**config.mk**
```make
export PLATFORM = sky130hd
export DESIGN_NAME = dday_date_unit
export DESIGN_NICKNAME = d
export VERILOG_FILES = /design/src/hdl/dday_pkg.sv /design/src/hdl/dday_date_unit.sv
export SDC_FILE = /design/constraint.sdc
export NUM_CORES = 1
export LEC_CHECK = 0
export ABC_AREA = 1
export ABC_CLOCK_PERIOD_IN_PS = 5500
export BUFFER_PORTS_ARGS = -buffer_cell sky130_fd_sc_hd__clkbuf_2
export CAP_MARGIN = 10
export CORE_UTILIZATION = 33
export CTS_BUF_LIST = sky130_fd_sc_hd__clkbuf_16
export DETAILED_ROUTE_END_ITERATION = 7
export GPL_TIMING_DRIVEN = 0
export SYNTH_ARGS = -nofsm -noshare
export SYNTH_HDL_FRONTEND = slang
export SYNTH_SLANG_ARGS = --single-unit
```
**constraint.sdc**
```tcl
create_clock -name clk_i -period 5.5 [get_ports clk_i]
set_input_delay 1.1 -clock clk_i [delete_from_list [all_inputs] [get_ports clk_i]]
set_output_delay 1.1 -clock clk_i [all_outputs]
set_load 0.005 [all_outputs]
```
**src/hdl/dday_pkg.sv**
```systemverilog
// ----------------------------------------------------------------------------
// dday_pkg
// Widths, constants and month tables for the date difference pipeline.
// ----------------------------------------------------------------------------
package dday_pkg;

  localparam int unsigned DAY_W   = 5;
  localparam int unsigned MON_W   = 4;
  localparam int unsigned YEAR_W  = 14;
  localparam int unsigned COUNT_W = 22;
  // Day number of 31 Dec 16383 is below 2^23.
  localparam int unsigned DNUM_W  = 23;
  // Quotient of a 14-bit value by 100.
  localparam int unsigned QUO_W   = 8;
  // Remainder by 100.
  localparam int unsigned REM_W   = 7;
  // Days before month plus leap day plus day of month, at most 366.
  localparam int unsigned MDAY_W  = 9;

  // floor(x / 100) == (x * DIV100_MUL) >> DIV100_SH for x < 2^14
  localparam int unsigned DIV100_SH  = 19;
  localparam int unsigned MUL_W      = 27;
  localparam logic [MUL_W-1:0] DIV100_MUL = MUL_W'(5243);

  localparam logic [COUNT_W-1:0] COUNT_MAX = '1;

  localparam logic [MON_W-1:0] MON_JAN = MON_W'(1);
  localparam logic [MON_W-1:0] MON_FEB = MON_W'(2);
  localparam logic [MON_W-1:0] MON_DEC = MON_W'(12);

  localparam logic [DAY_W-1:0] FEB_LEN_LEAP   = DAY_W'(29);
  localparam logic [DAY_W-1:0] FEB_LEN_COMMON = DAY_W'(28);

  typedef struct packed {
    logic [DAY_W-1:0]  day;
    logic [MON_W-1:0]  month;
    logic [YEAR_W-1:0] year;
  } date_t;

  // Control that travels down the pipeline beside the data.
  typedef struct packed {
    logic vld;
    logic inc;
  } pipe_ctl_t;

  function automatic logic [DAY_W-1:0] month_len(input logic [MON_W-1:0] m);
    logic [DAY_W-1:0] len;
    unique case (m)
      4'd1, 4'd3, 4'd5, 4'd7, 4'd8, 4'd10, 4'd12: len = DAY_W'(31);
      4'd4, 4'd6, 4'd9, 4'd11:                     len = DAY_W'(30);
      4'd2:                                        len = FEB_LEN_COMMON;
      default:                                     len = '0;
    endcase
    return len;
  endfunction

  function automatic logic [MDAY_W-1:0] days_before_month(input logic [MON_W-1:0] m);
    logic [MDAY_W-1:0] n;
    unique case (m)
      4'd2:    n = MDAY_W'(31);
      4'd3:    n = MDAY_W'(59);
      4'd4:    n = MDAY_W'(90);
      4'd5:    n = MDAY_W'(120);
      4'd6:    n = MDAY_W'(151);
      4'd7:    n = MDAY_W'(181);
      4'd8:    n = MDAY_W'(212);
      4'd9:    n = MDAY_W'(243);
      4'd10:   n = MDAY_W'(273);
      4'd11:   n = MDAY_W'(304);
      4'd12:   n = MDAY_W'(334);
      default: n = '0;
    endcase
    return n;
  endfunction

endpackage

```
**src/hdl/dday_date_unit.sv**
```systemverilog
// ----------------------------------------------------------------------------
// dday_date_unit
// Three-stage day number and validity check for one date.
// ----------------------------------------------------------------------------
module dday_date_unit
  import dday_pkg::*;
#(
  parameter int unsigned MAX_YEAR = 9999
) (
  input  logic              clk_i,
  input  logic              en_i,
  input  date_t             date_i,
  output logic [DNUM_W-1:0] day_num_o,
  output logic              ok_o
);

  // Stage A: split year, reciprocal divides by 100
  logic [DAY_W-1:0]  day_q,   day_d;
  logic [MON_W-1:0]  mon_q,   mon_d;
  logic [YEAR_W-1:0] year_q,  year_d;
  logic [YEAR_W-1:0] prev_q,  prev_d;
  logic [QUO_W-1:0]  pquo_q,  pquo_d;
  logic [QUO_W-1:0]  yquo_q,  yquo_d;
  logic              oka_q,   oka_d;
  logic [MUL_W-1:0]  pprod, yprod;

  always_comb begin
    day_d  = date_i.day;
    mon_d  = date_i.month;
    year_d = date_i.year;
    prev_d = date_i.year - YEAR_W'(1);
    pprod  = MUL_W'(prev_d) * DIV100_MUL;
    yprod  = MUL_W'(date_i.year) * DIV100_MUL;
    pquo_d = pprod[DIV100_SH +: QUO_W];
    yquo_d = yprod[DIV100_SH +: QUO_W];
    oka_d  = (date_i.month >= MON_JAN) && (date_i.month <= MON_DEC) &&
             (date_i.year != '0) && (32'(date_i.year) <= 32'(MAX_YEAR)) &&
             (date_i.day != '0);
  end

  always_ff @(posedge clk_i) begin
    if (en_i) begin
      day_q  <= day_d;
      mon_q  <= mon_d;
      year_q <= year_d;
      prev_q <= prev_d;
      pquo_q <= pquo_d;
      yquo_q <= yquo_d;
      oka_q  <= oka_d;
    end
  end

  // Stage B: leap rule, month length, days in whole years and in the year
  logic [DNUM_W-1:0] ydays_q, ydays_d;
  logic [MDAY_W-1:0] mdays_q, mdays_d;
  logic              okb_q,   okb_d;
  logic [YEAR_W:0]   hund;
  logic [REM_W-1:0]  yrem;
  logic              leap;
  logic [DAY_W-1:0]  len;
  logic [DNUM_W-1:0] pw, qw;

  always_comb begin
    hund = (YEAR_W+1)'(yquo_q) * (YEAR_W+1)'(100);
    yrem = REM_W'({1'b0, year_q} - hund);
    leap = ((year_q[1:0] == 2'b00) && (yrem != '0)) ||
           ((yrem == '0) && (yquo_q[1:0] == 2'b00));
    if (mon_q == MON_FEB) begin
      len = leap ? FEB_LEN_LEAP : FEB_LEN_COMMON;
    end else begin
      len = month_len(mon_q);
    end
    okb_d   = oka_q && (day_q <= len);
    pw      = DNUM_W'(prev_q);
    qw      = DNUM_W'(pquo_q);
    ydays_d = pw * DNUM_W'(365) + (pw >> 2) - qw + (qw >> 2);
    mdays_d = days_before_month(mon_q) + MDAY_W'(day_q) +
              MDAY_W'(leap && (mon_q > MON_FEB));
  end

  always_ff @(posedge clk_i) begin
    if (en_i) begin
      ydays_q <= ydays_d;
      mdays_q <= mdays_d;
      okb_q   <= okb_d;
    end
  end

  // Stage C: final day number
  logic [DNUM_W-1:0] dnum_q;
  logic              okc_q;

  always_ff @(posedge clk_i) begin
    if (en_i) begin
      dnum_q <= ydays_q + DNUM_W'(mdays_q);
      okc_q  <= okb_q;
    end
  end

  assign day_num_o = dnum_q;
  assign ok_o      = okc_q;

endmodule

```
Word-level counts from Yosys, hierarchy flattened
Memory sizes are Yosys's and may differ from the RTL's. A register that Yosys moved wholly into a read port is not among the register bits.
Index checks and enable logic that the tools add are counted.
Word-level totals
  flip-flop bits (word level): 104
  memory bits (read-only): 224
  input port bits: 25
  memories kept: 2
Memory list
  (name not given): depth 16, width 9, rd ports 1, clocked after memory_dff 1, wr ports 0, RTL line dday_pkg.sv:59  | unique case (m)
  (name not given): depth 16, width 5, rd ports 1, clocked after memory_dff 1, wr ports 0, RTL line dday_pkg.sv:48  | unique case (m)
Operators by class
  add/sub/neg operators: 8
  multipliers: 4
  $lt $le $gt $ge: 5
  equal/unequal tests: 1
  mux-type cells: 4
  reduce and logical (&&, ||, !) cells: 15
Operators with widths (number)
  $mul 14x13->27 const B: 2
  $add 23x12->23: 1
  $add 23x6->23: 1
  $add 23x9->23: 1
  $mul 14x9->23 const B: 1
  $sub 23x8->23: 1
  $le 14x14->1 const B: 1
  $reduce_bool 14->1: 1
  $sub 14x1->14 const B: 1
  $add 9x1->9: 1
  $add 9x5->9: 1
  $logic_and 1x1->1: 8
  $mul 8x5->5 const B: 1
  $mux 4: 2
  $logic_not 7->1: 1
  $reduce_bool 7->1: 1
  $sub 7x7->7: 1
  $le 5x5->1: 1
  $mux 5: 1
  $reduce_bool 5->1: 1
  $eq 4x2->1 const B: 1
  $ge 4x1->1 const B: 1
  $gt 4x2->1 const B: 1
  $le 4x4->1 const B: 1
  3 further kinds: 4

Depth between registers and ports, before layout
  depth after elaboration: 9
  mapped depth: 36
  depth with buffers taken out: 36

Worst setup path before layout
OpenSTA, ideal clock, no wires.
  path kind: in2reg
  start: input port date_i[1] in the netlist's numbering
  end: register pquo_q[3] (data pin)
  data arrival time: 5.760 ns
  required time: 5.247 ns
  slack: -0.513 ns
  stages on the path: 27
  buffers on the path: 0
  cells stage by stage: inv_1 -> ha_1 -> inv_1 -> nand2_1 -> nand2_1 -> nand2_1 -> nand3_2 -> inv_2 -> nand3_1 -> xor2_1 -> inv_1 -> fa_1 -> ha_1 -> fa_1 -> inv_1 -> fa_1 -> fa_1 -> inv_1 -> ha_1 -> nand2_1 -> nor2_1 -> nand2_1 -> nor2_1 -> nand2_1 -> o21a_1 -> nand4_1 -> nand2_1
Between the ends
  longest elaborated chain between the ends: 2
RTL lines
  from (decl): RTL line dday_date_unit.sv:12  | input date_t date_i,
  $sub 14x1->14: RTL line dday_date_unit.sv:31  | prev_d = date_i.year - YEAR_W'(1);
  via prev_d[12]: RTL line dday_date_unit.sv:21  | logic [YEAR_W-1:0] prev_q, prev_d;
  $mul 14x13->27: RTL line dday_date_unit.sv:32  | pprod = MUL_W'(prev_d) * DIV100_MUL;
  via pprod[22]: RTL line dday_date_unit.sv:25  | logic [MUL_W-1:0] pprod, yprod;
  to (signal assigned): RTL line dday_date_unit.sv:47  | pquo_q <= pquo_d;
  to (decl): RTL line dday_date_unit.sv:22  | logic [QUO_W-1:0] pquo_q, pquo_d;
The timed path passes the listed nets, and every way through them passes these cells.
A chain may end at the register's enable or synchronous reset.

Worst setup path in the final report
  start: input port date_i[4] in the netlist's numbering
  end: register pquo_q[2] (data pin)
Same word-level chain as after synthesis.

==> results.md <==
* Gpl congestion at 0.906
* Synth async-reset ratio at 0%
* Worst-margin pin slew at 0.975 ns
* RR Endpoint: ydays_q[21]
* Crit-path slowest cell: fa_1
* Final Skew at 0.0128 ns
* Fin worst setup slack at -0.246 ns
* Most common cell after layout, fill and taps aside: inv_1
* Vias in the first global route at 13443
* WL per Instance at 14.5 µm
* Flops & latches, synth at 113
* First-pass GRT wire length at 66800 µm
* Max frequency at 0.174 GHz
* CP arrival at 5.91 ns
* Sequential share of the synthesized area at 19.0%
* Critical Path Start Type: input port
* H-tree depth at 4
* EDFF count, synth at 101
* Synth Instances at 1955
* Fin crit period at 5.75 ns
* Most frequent cells in the layout: 459 x inv_1, 334 x nand2_1, 297 x ha_1
* Hold path cells at 0
* Fraction of layout cells with a size suffix above 1 at 15.3%
* Critical path capture point type: flip-flop
* Hold Vio Cnt, Final at 0
* Core Area at 0.0514 mm²
* DRC viols at 0
* Finish-stage setup viols at 8
* Crit path required time at 5.66 ns
* Die Height at 230 µm
* Design area at 0.0205 mm²
* Worst path bufs/invs at 7
* Largest area contributor in the synthesized netlist: fa_1
* Area of the die at 0.0530 mm²
* Min-Delay Endpoint: ok_o
* Tot GR Track Use at 15.7%
* Post-placement cell area at 0.0186 mm²
* Largest net degree at the start of global routing at 74
* Distinct cell type count after synthesis at 43
* Antenna violations before repair at 0
* Crit path largest cell delay at 0.58 ns
* Synth top area cells: fa_1 24%, ha_1 23%, edfxtp_1 18%
* R2R depth at 15
* Clock Tree Buf Depth at 2
* Rel. slew slack at 34.3%
* Status: finished, violations left
* Final TNS setup at -1.51 ns
* Maxcap violations at 0
* Mean area per synthesized cell at 8.79 µm²
* DR iter-0 viols at 555
* FF-to-FF Start: prev_q[9]
* Root Driver: clkbuf_16
* Top cell type's share of synthesized area at 23.6%
* Worst hold-check path type: reg2reg
* P&R area growth vs syn at 19.0%
* Clock sink count at 113
* First-pass DRT Iterations at 4
* Hold Crit Start: okb_q
* Net Count, Synth at 2505
* Row count at 83
* Critical path type: in2reg
* Starting Density at 33.4%
* Unrepaired setup endpoints after global routing: true
* Vias post-DR at 12779
* Yosys warning count at 0
* Worst-path clk slew at 0.05 ns
* Ys flop type: edfxtp_1
* Antenna diodes at 0
* Vias per cell at 4.59
* Worst R2R Setup Slack at 0.58 ns
* Clock Latency Late Sink at 0.42 ns
* Final nets at 2644
* Crit path max fanout at 7
* Die width at 230 µm
* Violated checks: negative setup slack
* Crit-path leading delay family: adder cells
* Post-route ant nets at 0
* IO Pins at 49
* CTS tree: yes
* Crit share post-route at 104%
* Total CTS buffers at 17
* Post-DP HPWL at 33600 µm
* Gr ovfl total at 0
* Count of input and output buffers at 48
* DRT Wirelength at 40300 µm
* Fin. max-slew vios at 0
* Synthesized cell area at 0.0172 mm²
==> Yosys cell counts, types with 16 or more instances <==
| cell type | count |
|---|---|
| inv_1 | 493 |
| edfxtp_1 | 101 |
| nor2_1 | 88 |
| xnor2_1 | 16 |
| ha_1 | 322 |
| xor2_1 | 35 |
| nand3_1 | 77 |
| nand4_1 | 29 |
| o21ai_0 | 42 |
| nand2_1 | 368 |
| a21oi_1 | 83 |
| fa_1 | 203 |
==> area by class of cell <==
cell class	count	area, µm²
clock inverter	15	159
fill	5051	30900
timing repair buffer	120	1000
buffer	1	7.51
inverter	501	1930
sequential	113	3270
multi-input combinational	1340	12800
clock buffer	17	425
tap	680	851
==> worst max-delay path by stage <==
stage | from | endpoint | slack [ns] | depth (start not counted)
after floorplan | date_i[3] | pquo_q[3] | -0.23 | 26
after global placement | date_i[0] | pquo_q[7] | -1.28 | 25
after detailed placement | date_i[0] | pquo_q[2] | -1.31 | 28
after CTS | date_i[4] | pquo_q[2] | -0.27 | 27
after global routing | date_i[4] | pquo_q[2] | -0.46 | 27
final | date_i[4] | pquo_q[2] | -0.25 | 27
==> through the flow <==
stage / std cells / hold slack, ns / utilization (%) / setup WS, ns
3_3_place_gp: 2683 / 0.404 / 36.1 / -1.28
3_5_place_dp: 2684 / 0.410 / 36.1 / -1.31
2_1_floorplan: 1955 / 0.400 / - / -0.226
5_1_grt: 2787 / 0.432 / 39.8 / -0.457
4_1_cts: 2767 / 0.424 / 38.9 / -0.267
6_report: 2787 / 0.420 / 39.8 / -0.246
==> timing repair <==
action / in CTS / in global routing
setup buffers: 51 / 20
gates resized for setup: 106 / 67
gates cloned: 0 / 0
pin swaps: 60 / 65
hold buffers: 0 / 0
endpoints found under the setup margin: 8 / 8
==> kinds of logic (layout without fill, tap and decap cells) <==
family                   Yosys count  in the layout  share of synthesized area, %
flip-flops                       113            113                          19.0
XOR/XNOR                          53             53                          2.85
buffers and inverters            502            654                          11.0
AND/OR/NAND/NOR                  603            603                          14.9
adder cells (fa/ha/maj)          525            525                          47.1
AO/OA/AOI/OAI                    159            159                          5.13
==> worst register-to-register path: cells and delay by family, from the launching register on <==
kind,cells,cell delay [ns]
fa+ha+maj,6,2.81
buf+inv,3,0.30
flops,1,0.64
simple gates,6,0.91
==> metal layers <==
metal | part of all wire [%] | vias up | GRT usage, %
met5 | 0 | - | 0
met4 | 1.5 | 0 | 3.27
met3 | 2.6 | 36 | 1.48
met2 | 49 | 190 | 27.5
met1 | 47 | 6162 | 21.0
li1 | - | 6391 | -
Power is left out: the tool's default activity adds up to more than one toggle a clock period on the data nets, which glitch-free logic cannot reach.
