`src/hdl/dday_pkg.sv`:
```
// ----------------------------------------------------------------------------
// dday_pkg
// Widths, constants and month tables for the date difference pipeline.
// ----------------------------------------------------------------------------
package dday_pkg;

  localparam int unsigned DAY_W   = 5;
  localparam int unsigned MON_W   = 4;
  localparam int unsigned YEAR_W  = 14;
  localparam int unsigned COUNT_W = 22;
  // Day number of 31 Dec 16383 is below 2^23.
  localparam int unsigned DNUM_W  = 23;
  // Quotient of a 14-bit value by 100.
  localparam int unsigned QUO_W   = 8;
  // Remainder by 100.
  localparam int unsigned REM_W   = 7;
  // Days before month plus leap day plus day of month, at most 366.
  localparam int unsigned MDAY_W  = 9;

  // floor(x / 100) == (x * DIV100_MUL) >> DIV100_SH for x < 2^14
  localparam int unsigned DIV100_SH  = 19;
  localparam int unsigned MUL_W      = 27;
  localparam logic [MUL_W-1:0] DIV100_MUL = MUL_W'(5243);

  localparam logic [COUNT_W-1:0] COUNT_MAX = '1;

  localparam logic [MON_W-1:0] MON_JAN = MON_W'(1);
  localparam logic [MON_W-1:0] MON_FEB = MON_W'(2);
  localparam logic [MON_W-1:0] MON_DEC = MON_W'(12);

  localparam logic [DAY_W-1:0] FEB_LEN_LEAP   = DAY_W'(29);
  localparam logic [DAY_W-1:0] FEB_LEN_COMMON = DAY_W'(28);

  typedef struct packed {
    logic [DAY_W-1:0]  day;
    logic [MON_W-1:0]  month;
    logic [YEAR_W-1:0] year;
  } date_t;

  // Control that travels down the pipeline beside the data.
  typedef struct packed {
    logic vld;
    logic inc;
  } pipe_ctl_t;

  function automatic logic [DAY_W-1:0] month_len(input logic [MON_W-1:0] m);
    logic [DAY_W-1:0] len;
    unique case (m)
      4'd1, 4'd3, 4'd5, 4'd7, 4'd8, 4'd10, 4'd12: len = DAY_W'(31);
      4'd4, 4'd6, 4'd9, 4'd11:                     len = DAY_W'(30);
      4'd2:                                        len = FEB_LEN_COMMON;
      default:                                     len = '0;
    endcase
    return len;
  endfunction

  function automatic logic [MDAY_W-1:0] days_before_month(input logic [MON_W-1:0] m);
    logic [MDAY_W-1:0] n;
    unique case (m)
      4'd2:    n = MDAY_W'(31);
      4'd3:    n = MDAY_W'(59);
      4'd4:    n = MDAY_W'(90);
      4'd5:    n = MDAY_W'(120);
      4'd6:    n = MDAY_W'(151);
      4'd7:    n = MDAY_W'(181);
      4'd8:    n = MDAY_W'(212);
      4'd9:    n = MDAY_W'(243);
      4'd10:   n = MDAY_W'(273);
      4'd11:   n = MDAY_W'(304);
      4'd12:   n = MDAY_W'(334);
      default: n = '0;
    endcase
    return n;
  endfunction

endpackage

```
`src/hdl/dday_diff.sv`:
```
// ----------------------------------------------------------------------------
// dday_diff
// Subtract, clamp and add the end day; holds the output beat.
// ----------------------------------------------------------------------------
module dday_diff
  import dday_pkg::*;
(
  input  logic               clk_i,
  input  logic               rst_ni,
  input  logic               en_i,
  input  pipe_ctl_t          ctl_i,
  input  logic [DNUM_W-1:0]  start_num_i,
  input  logic [DNUM_W-1:0]  end_num_i,
  input  logic               start_ok_i,
  input  logic               end_ok_i,
  output logic               valid_o,
  output logic [COUNT_W-1:0] day_count_o,
  output logic               date_error_o
);

  logic               valid_q;
  logic [COUNT_W-1:0] count_q, count_d;
  logic               err_q,   err_d;
  logic [DNUM_W-1:0]  span;

  always_comb begin
    span  = (start_num_i < end_num_i) ? (end_num_i - start_num_i) : '0;
    err_d = !(start_ok_i && end_ok_i);
    if (err_d) begin
      count_d = '0;
    end else if (span >= DNUM_W'(COUNT_MAX)) begin
      count_d = COUNT_MAX;
    end else begin
      count_d = span[COUNT_W-1:0] + COUNT_W'(ctl_i.inc);
    end
  end

  always_ff @(posedge clk_i or negedge rst_ni) begin
    if (!rst_ni) begin
      valid_q <= 1'b0;
    end else if (en_i) begin
      valid_q <= ctl_i.vld;
    end
  end

  always_ff @(posedge clk_i) begin
    if (en_i) begin
      count_q <= count_d;
      err_q   <= err_d;
    end
  end

  assign valid_o      = valid_q;
  assign day_count_o  = count_q;
  assign date_error_o = err_q;

endmodule

```
`config.mk`:
```
export PLATFORM = sky130hd
export DESIGN_NAME = dday_diff
export DESIGN_NICKNAME = d
export VERILOG_FILES = /design/src/hdl/dday_pkg.sv /design/src/hdl/dday_diff.sv
export SDC_FILE = /design/constraint.sdc
export NUM_CORES = 1
export LEC_CHECK = 0
export BUFFER_PORTS_ARGS = -buffer_cell sky130_fd_sc_hd__buf_4
export CORE_ASPECT_RATIO = 0.7
export CORE_MARGIN = 4
export CORE_UTILIZATION = 40
export CTS_CLUSTER_SIZE = 40
export DETAILED_ROUTE_END_ITERATION = 8
export GPL_TIMING_DRIVEN = 0
export MAX_ROUTING_LAYER = met4
export PLACE_DENSITY = 0.64
export SKIP_LAST_GASP = 1
export SLEW_MARGIN = 20
export SYNTH_ARGS = -nofsm -noshare
export SYNTH_HDL_FRONTEND = slang
export SYNTH_SLANG_ARGS = --single-unit
```
`constraint.sdc`:
```
create_clock -name clk_i -period 0.8 [get_ports clk_i]
set_input_delay 0.16 -clock clk_i [delete_from_list [all_inputs] [get_ports clk_i]]
set_output_delay 0.16 -clock clk_i [all_outputs]
set_load 0.01 [all_outputs]
```
-- Word-level counts from Yosys, hierarchy flattened
Index checks and enable logic that the tools add are counted.
- register bits: 24
- memory bits (read-only): 0
- logic and storage cells: 11
- bits in writable memories: 0
- latch bits: 0
- output and inout bits: 24
- memories: 0
- bitwise logic cells: 0
- multiplexer cells: 2
- $mul: 0
- add/sub/neg operators: 2
- reductions and logical operators: 2
- $lt $le $gt $ge: 2
- eq/ne operators: 0
- shifts and indexed selects: 0
- divide/modulo/power cells: 0
- operators with widths (cell ; number):
    $ge A23 B22 Y1 const B ; 1
    $lt A23 B23 Y1 ; 1
    $mux W23 ; 1
    $sub A23 B23 Y23 ; 1
    $add A22 B1 Y22 ; 1
    $mux W22 ; 1
    $logic_and A1 B1 Y1 ; 1
    $logic_not A1 Y1 ; 1

-- Depth between registers and ports, before layout
Gate-level depths: netlist of the first run.
- depth in word-level cells: 4
- mapped depth: 18

-- Least setup slack after synthesis of the first run
No wires, ideal clock.
- path type: input to register
- from: in start_num_i[4]
- to: reg count_q[16] (netlist: day_count_o[16]), data pin
- path buffers: 1
- cell stages on the path: 17
- data arrival time: 2.999 ns
- slack: -2.469 ns
- data required time: 0.530 ns
- path through: inv_1 -> ha_1 -> o211ai_1 -> a21oi_4 -> o211ai_1 -> o211ai_1 -> nand2_1 -> nor2_1 -> and2_1 -> ha_1 -> nand2_1 -> nor2_1 -> and4b_1 -> clkbuf_1 -> nand2_1 -> xor2_1 -> a21oi_1
- longest elaborated chain between the ends: 4
- RTL lines (element ; line ; RTL):
    start: declaration ; dday_diff.sv:12 ; input logic [DNUM_W-1:0] start_num_i,
    $sub A23 B23 Y23 / $lt A23 B23 Y1 (equally long branches) ; dday_diff.sv:27 ; span = (start_num_i < end_num_i) ? (end_num_i - start_num_i) : '0;
    $mux W23 * ; dday_diff.sv:27 ;
    $add A22 B1 Y22 / $ge A23 B22 Y1 (equally long branches) ; dday_diff.sv:34, dday_diff.sv:31 ;
    $mux W22 * ; dday_diff.sv:31 ; end else if (span >= DNUM_W'(COUNT_MAX)) begin
    end signal: assignment ; dday_diff.sv:48 ; count_q <= count_d;
    end: declaration ; dday_diff.sv:22 ; logic [COUNT_W-1:0] count_q, count_d;
Every way passes the cells marked *; elsewhere a longest branch is shown, timed or not.
A chain may end at the register's enable or synchronous reset.

-- Final worst setup path of the first run
- from: in start_num_i[3]
- to: reg count_q[16] (netlist: day_count_o[16]), data pin
Same word-level chain as after synthesis.

==> results.toml, run 1 <==
[sta]
skew_ns = 0
finalHoldViolations = 0
relSlewSlack = 0.4925
worst_pin_slew_ns = 0.7586
rsz0062_at_grt = "true"
timing.hold.ws_ns = 0.1262
timing.fmax_mhz = 348.5
setup_violations = 46
fin_ws_ns = -2.069
slew_violations = 0
finalCriticalPeriod_ns = 2.869
finalCritPeriodShare = 3.587
tns_ns = -46.71

[placement]
io_buffers = 76
dp.cells = 536
gp_congestion = 0.9345
dp_hpwl_um = 6783

[clocking]
path_clk_slew_ns = 0.08
cts_buffer_depth = 2
clock_latency_ns = 0.26
clkSinkCount = 24
cts_buffers = 3
ctsHtreeMaxLevel = 1
cts_tree = "done"
cts-root-buf = "clkbuf_8"

[route]
wl_met2_um = 4456
ant_nets = 0
dr_wl_met3_um = 605
drcViolationCount = 0
top_layer = "met4"
wl_per_cell_um = 15.84
num_vias = 3200
drt-total-wl_um = 9296
via_per_inst = 5.451
drt_pre_antenna_iters = 4
drtIter0Drc = 180
m1WireLength_um = 4179

[layout]
syn_to_final_growth_pct = 69.58
fin_cells = 587
diodes = 0
drive_above_1_share = 0.5051
fin_util = 0.7096
final_cell_mix = "buf_4 (92), nand2_1 (37), buf_6 (31), a21oi_1 (23), edfxtp_1 (23)"
final_common_cell = "buf_4"
final_nets = 573

[worst_setup_path]
arrival_ns = 2.87
crit_path_top_delay_cell = "o211ai_1"
path_cells = "buf_6 -> inv_4 -> ha_4 -> o211ai_1 -> a21oi_4 -> o211ai_1 -> o211ai_1 -> buf_4 -> nand2_4 -> nor2_4 -> and2_4 -> ha_4 -> nand2_4 -> nor2_4 -> and4b_1 -> buf_8 -> nand2_4 -> xor2_4 -> a21oi_2"
end_kind = "register"
rr_startpoint = "valid_o$_DFFE_PN0P_"
critPathLaunchType = "input pin"
ff2ff_setup_slack_ns = 0.04
cp_top_family = "simple AND/OR/NAND/NOR gates"
slowest_delay_ns = 0.32
path_class = "input pin to register"
worst-path-buf-inv = 4
reg2reg_depth = 1
path_depth = 19
required_ns = 0.80
r2r-end = "valid_o$_DFFE_PN0P_"
crit_fanout = 6

[status]
violations = "setup timing"
status = "complete, but fails checks"

[die]
die_x_um = 109.2
die_h_um = 78.83
ios = 77
fp.coreArea_mm2 = 0.006850
rows = 25
start_util = 0.4184
die_area_mm2 = 0.008606

[synth]
syn_inst = 366
syn_nets = 445
ys.flop_type = "edfxtp_1"
synth_edf_count = 23
synth.distinct_cells = 56
synth_area_mm2 = 0.002866
seq_area_frac_synth = 0.2497
ys_ff_latch = 24
async_flop_share = 0.04167
syn_avg_cell_area_um2 = 7.832
ys_warn_count = 0

[power_and_ir_drop]
p_leak_nw = 2.024
sequentialPowerShare = 0.248
vdd_drop_max_v = 0.0007157
switching_share = 0.3894
power.total_w = 0.006247
p_switching_w = 0.002432
power.density_mw_per_mm2 = 1285
cell_internal_pwr_w = 0.003815
p_comb_frac = 0.621
p_clk_frac = 0.131

[min_path]
min-delay-path-class = "input pin to register"
worstHoldPathCells = 2
hold_start = "ctl_i[1]"
min_to = "valid_o$_DFFE_PN0P_"

[grt]
grt_pass1_wl_um = 14950
overflow = 0
grt_use_total = 0.2197
antenna_found_initial = 0
grt_max_degree = 25
grt_pass1_vias = 3181

[run]
drv_cap = 0
[metrics by stage]
step / setup WS [ns] / cell area (um^2)
2_1_floorplan: -2.081 / 3018
3_3_place_gp: -2.971 / 3706
3_5_place_dp: -3.079 / 3706
4_1_cts: -2.037 / 4577
5_1_grt: -2.233 / 4861
6_report: -2.069 / 4861
[sequential cells by signal, indices dropped and copies added, names as in the netlist]
| name | count |
|---|---|
| date_error_o | 1 |
| day_count_o | 22 |
| valid_o | 1 |
[worst max-delay path by stage]
stage | end | start | slack (ns)
after CTS | day_count_o[16]$_SDFFCE_PN0P_ | start_num_i[6] | -2.04
after global placement | day_count_o[20]$_SDFFCE_PN0P_ | start_num_i[13] | -2.97
after floorplan | day_count_o[16]$_SDFFCE_PN0P_ | start_num_i[4] | -2.08
after global routing | day_count_o[16]$_SDFFCE_PN0P_ | start_num_i[5] | -2.23
after detailed placement | day_count_o[20]$_SDFFCE_PN0P_ | start_num_i[13] | -3.08
final | day_count_o[16]$_SDFFCE_PN0P_ | start_num_i[3] | -2.07
[synthesized netlist by cell type, types with 2 or more instances]
master | n | share of area
nand2_1 | 44 | 0.058
and2_1 | 4 | 0.0087
or3_1 | 2 | 0.0044
and4b_1 | 2 | 0.0070
inv_1 | 28 | 0.037
and3_1 | 6 | 0.013
buf_2 | 7 | 0.012
nor2_1 | 25 | 0.033
xnor2_1 | 10 | 0.031
nand2b_1 | 5 | 0.011
a21oi_1 | 43 | 0.075
ha_1 | 25 | 0.11
o21a_1 | 7 | 0.018
a21boi_0 | 3 | 0.0079
a21o_1 | 8 | 0.021
nor2b_1 | 4 | 0.0087
nor4_1 | 2 | 0.0044
o21ai_0 | 22 | 0.038
nand4_1 | 8 | 0.017
edfxtp_1 | 23 | 0.24
o211ai_1 | 9 | 0.024
clkbuf_1 | 4 | 0.0052
nor3_1 | 7 | 0.012
a211oi_1 | 2 | 0.0052
a311oi_1 | 2 | 0.0061
a31oi_1 | 9 | 0.020
xor2_1 | 17 | 0.052
nand3_1 | 10 | 0.017
[power by group through the flow]
stage | sequential (W) | combinational, W | clock (W)
floorplan | 0.00162 | 0.00169 | 0
global placement | 0.00155 | 0.00256 | 0
detailed placement | 0.00156 | 0.00259 | 0
CTS | 0.00154 | 0.00351 | 0.000826
global route | 0.00156 | 0.00420 | 0.000903
finish | 0.00155 | 0.00388 | 0.000817
[kinds of logic (layout without fill, tap and decap cells)]
kind of cell    after synthesis  count (layout)  synth area share
compound gates              119             119            0.2628
buf+inv                      40             167           0.05587
flops                        24              24            0.2497
xor+xnor                     27              27           0.08249
fa+ha+maj                    26              26            0.1161
mux                           2               2          0.007420
simple gates                128             128            0.2257
[cell type report]
type | instances | area, um^2
fill | 527 | 1989
inverter | 28 | 127.6
timing repair buffer | 125 | 1092
sequential | 24 | 715.7
clock buffer | 4 | 55.05
tap | 94 | 117.6
multi-input combinational | 302 | 2666
buffer | 10 | 86.33
[repair_timing]
item | 4_1_cts | 5_1_grt
setup buffers | 34 | 13
setup endpoints to repair | 46 | 46
hold buffers | 1 | 0
cloned | 1 | 0
endpoints found under the hold margin | 1 | 0
pin swaps | 46 | 32
gates resized for setup | 115 | 48
[per-layer routing]
| layer | up-vias | global-route usage |
|---|---|---|
| li1 | 1589 | - |
| met1 | 1492 | 0.2955 |
| met2 | 111 | 0.3529 |
| met3 | 8 | 0.04305 |
| met4 | 0 | 0.03238 |
| met5 | - | - |
Note: power is estimated with default switching activity, not from simulation.
==> run 2: changes to the inputs <==
==> constraint.sdc (replaced) <==
create_clock -name clk_i -period 0.8 [get_ports clk_i]
set_input_delay 0.12 -clock clk_i [delete_from_list [all_inputs] [get_ports clk_i]]
set_output_delay 0.12 -clock clk_i [all_outputs]
set_load 0.01 [all_outputs]
==> results.toml, run 2 (synthesis results as in run 1) <==
[grt]
grt_pass1_vias = 3172
grt_max_degree = 25
overflow = 0
grt_use_total = 0.2285
antenna_found_initial = 0
grt_pass1_wl_um = 15360

[min_path]
min-delay-path-class = "input pin to register"
hold_start = "ctl_i[1]"
worstHoldPathCells = 2
min_to = "valid_o$_DFFE_PN0P_"

[layout]
largest_register_ffs = 22
final_cell_mix = "buf_4 (97), nand2_1 (34), buf_6 (32), edfxtp_1 (23)"
final_nets = 579
fin_cells = 593
syn_to_final_growth_pct = 75.82
diodes = 0
final_common_cell = "buf_4"
drive_above_1_share = 0.5511

[sta]
setup_violations = 46
finalHoldViolations = 0
relSlewSlack = 0.4887
timing.fmax_mhz = 362.8
skew_ns = 0
fin_ws_ns = -1.956
finalCritPeriodShare = 3.445
slew_violations = 0
worst_pin_slew_ns = 0.7644
finalCriticalPeriod_ns = 2.756
rsz0062_at_grt = "true"

[route]
wl_met2_um = 4689
wl_per_cell_um = 16.72
via_per_inst = 5.626
dr_wl_met3_um = 682
drt-total-wl_um = 9913
drt_pre_antenna_iters = 5
drcViolationCount = 0
num_vias = 3336
top_layer = "met4"
drtIter0Drc = 188
m1WireLength_um = 4435
ant_nets = 0

[die]
rows = 25
ios = 77
die_area_mm2 = 0.008606
die_h_um = 78.83
fp.coreArea_mm2 = 0.006850
start_util = 0.4184
die_x_um = 109.2

[run]
drv_cap = 0

[worst_setup_path]
reg2reg_depth = 1
path_class = "input pin to register"
arrival_ns = 2.75
end_kind = "register"
ff2ff_setup_slack_ns = 0.04
required_ns = 0.79
crit_fanout = 7
critPathLaunchType = "input pin"
r2r-end = "valid_o$_DFFE_PN0P_"
rr_startpoint = "valid_o$_DFFE_PN0P_"

[clocking]
path_clk_slew_ns = 0.08
cts_buffers = 3
clkSinkCount = 24
cts-root-buf = "clkbuf_8"
ctsHtreeMaxLevel = 1
clock_latency_ns = 0.26
cts_buffer_depth = 2
cts_tree = "done"

[status]
status = "complete, but fails checks"
violations = "setup timing"

[power_and_ir_drop]
power.density_mw_per_mm2 = 1271
vdd_drop_max_v = 0.0008678
p_leak_nw = 2.080

[placement]
io_buffers = 76
dp_hpwl_um = 6613
gp_congestion = 0.8771
place_ws_ns = -2.927
dp.cells = 536
[run 2: changes by cell type in the layout (fill, tap and decap cells not counted), moves of 4 or more]
cell / previous run / this run
nor2_1: 16 / 12
buf_4: 92 / 97
o21ai_0: 11 / 6
a21oi_2: 14 / 19
[run 2: through the flow]
stage | hold slack, ns | instance area, um^2 | power [W] | util | TNS (ns)
2_1_floorplan | -0.1756 | 3017 | 0.003310 | - | -40.48
3_3_place_gp | -0.1047 | 3705 | 0.004125 | 0.5408 | -59.44
3_5_place_dp | -0.1038 | 3705 | 0.004146 | 0.5408 | -59.91
4_1_cts | 0.08455 | 4840 | 0.006106 | 0.7065 | -43.94
5_1_grt | 0.07643 | 5040 | 0.006789 | 0.7357 | -47.74
6_report | 0.08613 | 5040 | 0.006407 | 0.7357 | -44.20
[run 2: routing by layer]
metal	vias to the layer above	track usage
met3	12	0.02924
met2	132	0.3603
li1	1600	-
met5	-	-
met1	1592	0.3222
met4	0	0.03487
[run 2: critical path: stages]
cell and delay (ns):
buf_4 0.08, inv_1 0.05, ha_4 0.26, buf_6 0.11, nand2_1 0.07, nor2_2 0.10, o211ai_1 0.16, o211ai_1 0.21
buf_4 0.17, nand3_4 0.09, nor2_4 0.12, ha_4 0.16, ha_4 0.15, nand2_4 0.06, nor2_4 0.15, and4b_1 0.25
buf_8 0.14, nand2_4 0.06, xor2_2 0.18, a21oi_1 0.08
[run 2: repair_timing]
action	4_1_cts	5_1_grt
buffers inserted	42	11
pin swaps	60	31
hold buffers	1	0
setup endpoints to repair	47	47
hold endpoints to repair	1	0
gates resized for setup	157	40
gates cloned	1	0
[run 2: how the worst max path moves through the flow]
stage                         start                             to  slack (ns)
global route        start_num_i[10]  day_count_o[16]$_SDFFCE_PN0P_       -2.12
global placement    start_num_i[13]  day_count_o[20]$_SDFFCE_PN0P_       -2.91
floorplan            start_num_i[4]  day_count_o[16]$_SDFFCE_PN0P_       -2.04
detailed placement  start_num_i[15]  day_count_o[20]$_SDFFCE_PN0P_       -2.93
finish              start_num_i[10]  day_count_o[16]$_SDFFCE_PN0P_       -1.96
CTS                    end_num_i[0]  day_count_o[20]$_SDFFCE_PN0P_       -1.97
[run 2: area by class of cell]
type                       count  area, um^2
multi-input combinational    302        2789
fill                         484        1810
timing repair buffer         131        1137
sequential                    24       715.7
inverter                      28       130.1
tap                           94       117.6
buffer                        10       95.09
clock buffer                   4       55.05
[run 2: power breakdown]
group | switching, W | leakage (nW) | total (W) | internal, W
sequential | 0.0000474 | 0.231 | 0.00155 | 0.00150
clock | 0.000376 | 0.0288 | 0.000816 | 0.000439
combinational | 0.00213 | 1.82 | 0.00404 | 0.00192
==> run 3: changes to the inputs <==
- PLACE_DENSITY: 0.64 -> 0.61
- clock period: 0.8 -> 2.83 ns (I/O delays scaled with it)
==> results.toml, run 3 (synthesis results as in run 1) <==
[route]
drt-total-wl_um = 9585
drtIter0Drc = 200
wl_met2_um = 4451
m1WireLength_um = 4500
drt_pre_antenna_iters = 4
wl_per_cell_um = 16.08
ant_nets = 0
dr_wl_met3_um = 550
drcViolationCount = 0
top_layer = "met4"
via_per_inst = 5.487
num_vias = 3270

[die]
die_area_mm2 = 0.008606
ios = 77
rows = 25
fp.coreArea_mm2 = 0.006850
start_util = 0.4184
die_h_um = 78.83
die_x_um = 109.2

[layout]
fin_cells = 596
drive_above_1_share = 0.5339
final_common_cell = "buf_4"
largest_register_ffs = 22
final_cell_mix = "buf_4 (122), nand2_1 (37), edfxtp_1 (23), a21oi_1 (21), inv_1 (20)"
fillers = 542
diodes = 0
final_nets = 582
fin_util = 0.7136
syn_to_final_growth_pct = 70.54

[power_and_ir_drop]
sequentialPowerShare = 0.248
vdd_drop_max_v = 0.0002227
power.total_w = 0.001741
power.density_mw_per_mm2 = 356.1
p_clk_frac = 0.118
p_leak_nw = 2.046
cell_internal_pwr_w = 0.001038
switching_share = 0.4040
p_comb_frac = 0.634
p_switching_w = 0.0007032

[status]
status = "complete, but fails checks"
violations = "setup timing"

[worst_setup_path]
ff2ff_setup_slack_ns = 2.09
crit_path_top_delay_cell = "ha_1"
worst-path-buf-inv = 3
end_kind = "register"
crit_start = "end_num_i[14]"
r2r-end = "valid_o$_DFFE_PN0P_"
required_ns = 2.83
path_cells = "buf_4 -> ha_1 -> nand2_1 -> o21ai_0 -> a31oi_2 -> o211ai_1 -> buf_4 -> nand2_4 -> nor2_4 -> and2_4 -> ha_4 -> nand2_4 -> nor2_4 -> and4b_1 -> buf_8 -> nand2_4 -> xor2_2 -> a21oi_2"
reg2reg_depth = 1
path_class = "input pin to register"
cp_top_family = "simple AND/OR/NAND/NOR gates"
slowest_delay_ns = 0.41
arrival_ns = 3.16
critPathMostFrequentCell = "nand2_4"
crit_fanout = 7
critPathLaunchType = "input pin"
rr_startpoint = "valid_o$_DFFE_PN0P_"
path_depth = 18
cp-endpoint = "day_count_o[16]$_SDFFCE_PN0P_"

[sta]
relSlewSlack = 0.4970
setup_violations = 22
timing.hold.ws_ns = 0.3955
finalCritPeriodShare = 1.117
fin_ws_ns = -0.3298
finalCriticalPeriod_ns = 3.160
rsz0062_at_grt = "true"
skew_ns = 0
worst_pin_slew_ns = 0.7520
timing.fmax_mhz = 316.5
slew_violations = 0
finalHoldViolations = 0

[placement]
gp_congestion = 0.8759
io_buffers = 76
dp.cells = 536
dp_hpwl_um = 6780

[clocking]
cts_buffer_depth = 2
clock_latency_ns = 0.26
cts_tree = "done"
path_clk_slew_ns = 0.09
clkSinkCount = 24
cts_buffers = 3
cts-root-buf = "clkbuf_8"
ctsHtreeMaxLevel = 1

[grt]
grt_pass1_vias = 3048
overflow = 0
grt_max_degree = 25
grt_use_total = 0.2151
grt_pass1_wl_um = 14680
antenna_found_initial = 0

[min_path]
min-delay-path-class = "input pin to register"

[run]
drv_cap = 0
run 3: worst min path at each step:
stage	startpoint	end	slack [ns]	cells past startpoint
2_1_floorplan	rst_ni	valid_o$_DFFE_PN0P_	0.13	0
3_3_place_gp	rst_ni	valid_o$_DFFE_PN0P_	0.20	1
3_5_place_dp	rst_ni	valid_o$_DFFE_PN0P_	0.20	1
4_1_cts	ctl_i[1]	valid_o$_DFFE_PN0P_	0.39	2
5_1_grt	ctl_i[1]	valid_o$_DFFE_PN0P_	0.40	2
6_report	ctl_i[1]	valid_o$_DFFE_PN0P_	0.40	2
run 3: area by class of cell:
class                           instances  area, um^2  share of cell area
Inverter                               28       127.6             0.02611
Buffer                                 12       111.4             0.02278
Sequential cell                        24       715.7              0.1464
Clock inverter                          1       3.754           0.0007679
Timing Repair Buffer                  132        1060              0.2168
Clock buffer                            3       41.29            0.008446
Multi-Input combinational cell        302        2711              0.5546
Tap cell                               94       117.6             0.02406
run 3: metrics by stage:
stage               area, um^2  setup slack, ns  TNS [ns]
global route              4888          -0.4754    -8.113
detailed placement        3705           -1.180    -21.29
global placement          3705           -1.117    -20.71
CTS                       4332          -0.3101    -5.000
floorplan                 3017          -0.3153    -2.685
finish                    4888          -0.3298    -5.148
run 3: power groups by stage:
stage,Clock [W],Combinational (W),Sequential (W)
2_1_floorplan,0,0.000479,0.000457
3_3_place_gp,0,0.000726,0.000440
3_5_place_dp,0,0.000736,0.000440
4_1_cts,0.000207,0.000931,0.000432
5_1_grt,0.000220,0.00119,0.000435
6_report,0.000205,0.00110,0.000432
run 3: what timing repair did:
item / CTS / global route
pin swaps: 37 / 33
gates cloned: 1 / 0
resized for setup: 72 / 78
hold buffers: 1 / 0
buffers inserted: 30 / 25
setup endpoints to repair: 22 / 22
hold endpoints to repair: 1 / 0
run 3: layer usage:
metal / up-vias / GRT usage
li1: 1611 / -
met3: 8 / 0.02437
met4: 0 / 0.02366
met2: 114 / 0.3321
met1: 1537 / 0.3144
met5: - / -
